[src/rtl/assert_macros.svh]
// Assertion helpers shared by the RTL files.
`ifndef ASSERT_MACROS_SVH
`define ASSERT_MACROS_SVH

// Implication checked every clock outside reset.
`define ASSERT_IMPL(label, ante, cons) \
  label: assert property (@(posedge clk) disable iff (!rst_n) (ante) |-> (cons)) \
    else $error("assertion failed");

// Implication with the consequent checked on the next clock.
`define ASSERT_NEXT(label, ante, cons) \
  label: assert property (@(posedge clk) disable iff (!rst_n) (ante) |=> (cons)) \
    else $error("assertion failed");

`endif

[src/rtl/ibr_pkg.sv]
package ibr_pkg;

  localparam int unsigned MaxFactorDef = 8;
  localparam int unsigned MaxWidthDef  = 4096;
  localparam int unsigned PixelBitsDef = 16;

  localparam int unsigned PosBits = 15;
  localparam int unsigned AccBits = 22;

  // Mode codes
  localparam logic [2:0] MODE_AVG = 3'd0;
  localparam logic [2:0] MODE_MED = 3'd1;
  localparam logic [2:0] MODE_MAX = 3'd2;
  localparam logic [2:0] MODE_MIN = 3'd3;
  localparam logic [2:0] MODE_UP  = 3'd4;

  // Register indexes
  localparam logic [1:0] REG_MODE   = 2'd0;
  localparam logic [1:0] REG_FACTOR = 2'd1;
  localparam logic [1:0] REG_WIDTH  = 2'd2;
  localparam logic [1:0] REG_HEIGHT = 2'd3;

  // Request from sequencer to divider
  typedef struct packed {
    logic        start;
    logic [21:0] dividend;
    logic [6:0]  divisor;
  } div_req_t;

endpackage

[src/rtl/ibr_divider.sv]
// Restoring divider, one quotient bit per cycle.
module ibr_divider (
  input  logic               clk,
  input  logic               rst_n,
  input  ibr_pkg::div_req_t  req,
  output logic               busy,
  output logic [21:0]        quotient
);
  import ibr_pkg::*;

  logic [21:0] q_r, q_nxt;
  logic [6:0]  rem_r, rem_nxt;
  logic [6:0]  dsr_r;
  logic [4:0]  cnt_r, cnt_nxt;
  logic        busy_r;
  logic [7:0]  trial;

  assign trial = {rem_r, q_r[21]} - {1'b0, dsr_r};

  // Shift and subtract step
  always_comb begin
    q_nxt   = {q_r[20:0], 1'b0};
    rem_nxt = {rem_r[5:0], q_r[21]};
    cnt_nxt = cnt_r - 5'd1;
    if (!trial[7]) begin
      rem_nxt  = trial[6:0];
      q_nxt[0] = 1'b1;
    end
  end

  always_ff @(posedge clk) begin
    if (!rst_n) begin
      busy_r <= 1'b0;
      cnt_r  <= '0;
    end else if (req.start) begin
      busy_r <= 1'b1;
      cnt_r  <= 5'd22;
    end else if (busy_r) begin
      cnt_r <= cnt_nxt;
      if (cnt_r == 5'd1) busy_r <= 1'b0;
    end
  end

  always_ff @(posedge clk) begin
    if (req.start) begin
      q_r   <= req.dividend;
      rem_r <= '0;
      dsr_r <= req.divisor;
    end else if (busy_r) begin
      q_r   <= q_nxt;
      rem_r <= rem_nxt;
    end
  end

  assign busy     = busy_r;
  assign quotient = q_r;

  `include "assert_macros.svh"
  `ASSERT_NEXT(a_div_done, busy_r && cnt_r == 5'd1 && !req.start, !busy_r)
  `ASSERT_IMPL(a_div_cnt, busy_r, cnt_r != 5'd0)
  `ASSERT_NEXT(a_div_start, req.start, busy_r && cnt_r == 5'd22)
endmodule

[config.mk]
export PLATFORM = sky130hd
export DESIGN_NAME = ibr_divider
export DESIGN_NICKNAME = d
export VERILOG_FILES = /design/src/rtl/ibr_pkg.sv /design/src/rtl/ibr_divider.sv
export VERILOG_INCLUDE_DIRS = /design/src /design/src/rtl
export SDC_FILE = /design/constraint.sdc
export NUM_CORES = 1
export LEC_CHECK = 0
export BUFFER_PORTS_ARGS = -buffer_cell sky130_fd_sc_hd__buf_2
export CORE_ASPECT_RATIO = 1.75
export CORE_MARGIN = 2
export CORE_UTILIZATION = 47
export CTS_CLUSTER_DIAMETER = 120
export DETAILED_ROUTE_END_ITERATION = 8
export GPL_ROUTABILITY_DRIVEN = 0
export GPL_TIMING_DRIVEN = 0
export HOLD_SLACK_MARGIN = 0.1
export PLACE_DENSITY = 0.83
export SLEW_MARGIN = 15
export SYNTH_ARGS = -nofsm -noshare
export SYNTH_HDL_FRONTEND = slang
export SYNTH_SLANG_ARGS = --single-unit
[constraint.sdc]
create_clock -name clk -period 2.1 [get_ports clk]
set_clock_uncertainty 0.1 [all_clocks]
set_input_delay 0.21 -clock clk [delete_from_list [all_inputs] [get_ports clk]]
set_output_delay 0.21 -clock clk [all_outputs]
set_load 0.01 [all_outputs]
==> results.toml <==
[logic_synthesis]
synth_top_area_share_pct = 40.75
synth_nets = 215
synth-seq-cells = 42
syn-cell-area_um2 = 2137
synth.area.top_cells = "edfxtp_1 (41%), dfxtp_1 (12%), mux2_2 (10%)"
yosys_warnings = 0
synth_top_cell_by_area = "edfxtp_1"
ys.flop_type = "edfxtp_1"
ys_seq_area_share_pct = 52.93
synth-edff-count = 29
syn_inst = 173
syn_avg_cell_area_um2 = 12.35
ys_types = 44
synthArstFlopShare_pct = 0

[timing]
hold_ws_ns = 0.1144
relSlewSlack_pct = 41.75
slew_viol_final = 0
layout_setup_ws_ns = -0.3247
final.min_clock_period_ns = 2.425
worstMarginPinSlew_ns = 0.8716
setup_viol = 5
grt_setup_unrepaired = "true"
max_freq_mhz = 412.4
hold_viol = 0
fin_crit_sh_pct = 115.5

[clock_network]
clockBufferDepth = 2
cts.sinks = 42
clkLatencyLatePin_ns = 0.30
cts_buffers = 5
clkSlewWorstSetupHoldPaths_ns = 0.08
cts_htree_levels = 2
cts_root_buf = "clkbuf_8"
cts_tree = "done"

[grt]
grt_pass1_wl_mm = 7.907
grt_overflow = 0
grt_pass1_vias = 1779
antenna_found_initial = 0
track_usage_pct = 21.45
grt_start_max_net_pins = 23

[cells_and_area]
syn_to_final_growth_pct = 30.44
diodes = 0
final_cell_mix = "buf_2 (54), edfxtp_1 (29), mux2_2 (19)"
drive_gt1_share_pct = 43.48
num-nets-final = 294
final_common_cell = "buf_2"
finalNonFillerCells = 304

[routing]
wirelength_mm = 5.059
wire_per_inst_um = 16.64
drc = 0
viasPerCell = 5.569
met1_length_mm = 1.796
vias = 1693
dr_wl_met2_mm = 2.879
ant_nets = 0
dr_wl_met3_um = 209
dr.max_layer_used = "met4"
first_pass_iters = 4
first_iter_violations = 36

[setup_path]
critPathMaxFanout = 2
critPathKind = "flip-flop to flip-flop"
crit_start = "quotient[21]"
path_cells = "inv_2, ha_4, inv_2, fa_2, a211o_1, buf_4, buf_6, o21ai_4, xnor2_2, nand3_1, a311oi_1"
end_kind = "flip-flop"
slowest_stage = "edfxtp_1"
worstReg2RegEnd = "rem_r[4]"
reg2reg_slack_ns = -0.32
start_kind = "flip-flop"
path_buf_inv = 4
crit_top_cell = "inv_2"
arrival_ns = 2.54
reg2regPathDepth = 11
max_stage_delay_ns = 0.42
worst_path_dominant_cell_family = "compound AO/OA/AOI/OAI gates"
required_ns = 2.21
r2r_start = "quotient[21]"

[die]
row_count = 32
die_area_um2 = 5123
io_pins = 55
die_w_um = 54.97
core_um2 = 4404
die_h_um = 93.20
initial_core_util_pct = 48.52

[place]
place_hpwl_mm = 3.308
portBuffers = 54
pre_cts_slack_ns = -0.3281
placed_cells = 278

[pwr]
pwr-share-comb_pct = 26.2
p_sw_w = 0.0006237
powerDensity_nw_per_um2 = 768.5
peakVddDrop_mv = 0.7474
p_int_w = 0.001519
p_leak_nw = 1.136
swShare_pct = 29.11
p_clk_share_pct = 25.6
seqPwrFrac_pct = 48.2

[run_status]
status = "finished, violations left"
violations = "negative setup slack"

[min_path]
min_path_cells = 2
hold_end = "quotient[14]"
min_path_type = "primary input to flip-flop"
hold_start = "req[21]"

[run]
drv_cap = 0
-- metal layers --
metal	up-vias	GRT usage (%)
li1	804	-
met1	810	23.03
met2	62	37.00
met3	17	4.153
met4	0	11.99
met5	-	0
-- power groups by stage --
| stage | sequential (W) | combinational [W] | clock [W] |
|---|---|---|---|
| floorplan | 0.00106 | 0.000293 | 0 |
| global placement | 0.00105 | 0.000438 | 0 |
| detailed placement | 0.00105 | 0.000457 | 0 |
| CTS | 0.00103 | 0.000493 | 0.000547 |
| global route | 0.00104 | 0.000610 | 0.000580 |
| finish | 0.00103 | 0.000562 | 0.000547 |
-- how the worst max path moves through the flow --
stage / endpoint / slack, ns / cells past startpoint
after CTS: rem_r[6] / -0.25 / 9
after global placement: rem_r[6] / -0.23 / 9
after global routing: rem_r[6] / -0.45 / 9
after detailed placement: rem_r[6] / -0.33 / 9
after floorplan: rem_r[6] / -0.17 / 9
final: rem_r[4] / -0.32 / 11
-- logic make-up (layout without fill, tap and decap cells) --
group                    after synthesis  after routing  share of synthesized area, %
flip-flops                            42             42                         52.93
AND/OR/NAND/NOR                       39             39                         9.427
buffers and inverters                 18             98                         3.161
XOR/XNOR                               7              7                         2.869
AO/OA/AOI/OAI                         36             36                         14.35
adder cells (fa/ha/maj)               10             10                         6.206
multiplexers                          21             21                         11.07
-- flip-flops by register name (all words and copies together), names as in the netlist --
register,cells
busy,1
cnt_r,5
dsr_r,7
quotient,22
rem_r,7
-- synth_stat cells, types with 2 or more instances --
master and instances:
a21boi_1 3, a21oi_1 3, a311oi_1 5, a31o_2 2, a31oi_4 2, and2_1 2, buf_1 2, clkbuf_1 3
dfxtp_1 13, edfxtp_1 29, ha_1 9, inv_1 12, mux2_1 2, mux2_2 19, nand2_1 8, nand3_1 6
nand4_1 2, nor2_1 12, nor3_1 2, o21ai_0 3, o21ai_1 6, xnor2_1 5, xor2_1 2
-- per-stage QoR --
stage                     util, %  instance area (µm²)  total power, W  TNS (ns)
final                       63.30                 2788        0.002142   -0.7112
after global routing        63.30                 2788        0.002232    -1.338
after CTS                   61.34                 2701        0.002071   -0.4689
after detailed placement    56.16                 2474        0.001506   -0.5618
after global placement      56.16                 2474        0.001485   -0.3415
after floorplan                 -                 2140        0.001354   -0.1805
-- area by class of cell --
| cell class | count | area, µm² |
|---|---|---|
| Clock buffer | 7 | 86.33 |
| Multi-Input combinational cell | 113 | 999.7 |
| Sequential cell | 42 | 1131 |
| Fill cell | 332 | 1617 |
| Buffer | 5 | 18.77 |
| Tap cell | 51 | 63.81 |
| Inverter | 13 | 48.80 |
| Timing Repair Buffer | 72 | 434.2 |
| Clock inverter | 1 | 5.005 |
-- repair_timing --
item / CTS / global route
buffers inserted: 4 / 4
endpoints found under the hold margin: 11 / 0
pin swaps: 7 / 11
setup endpoints to repair: 2 / 8
gates resized for setup: 4 / 11
hold buffers: 10 / 0
Power figures use the tool's default switching activity.
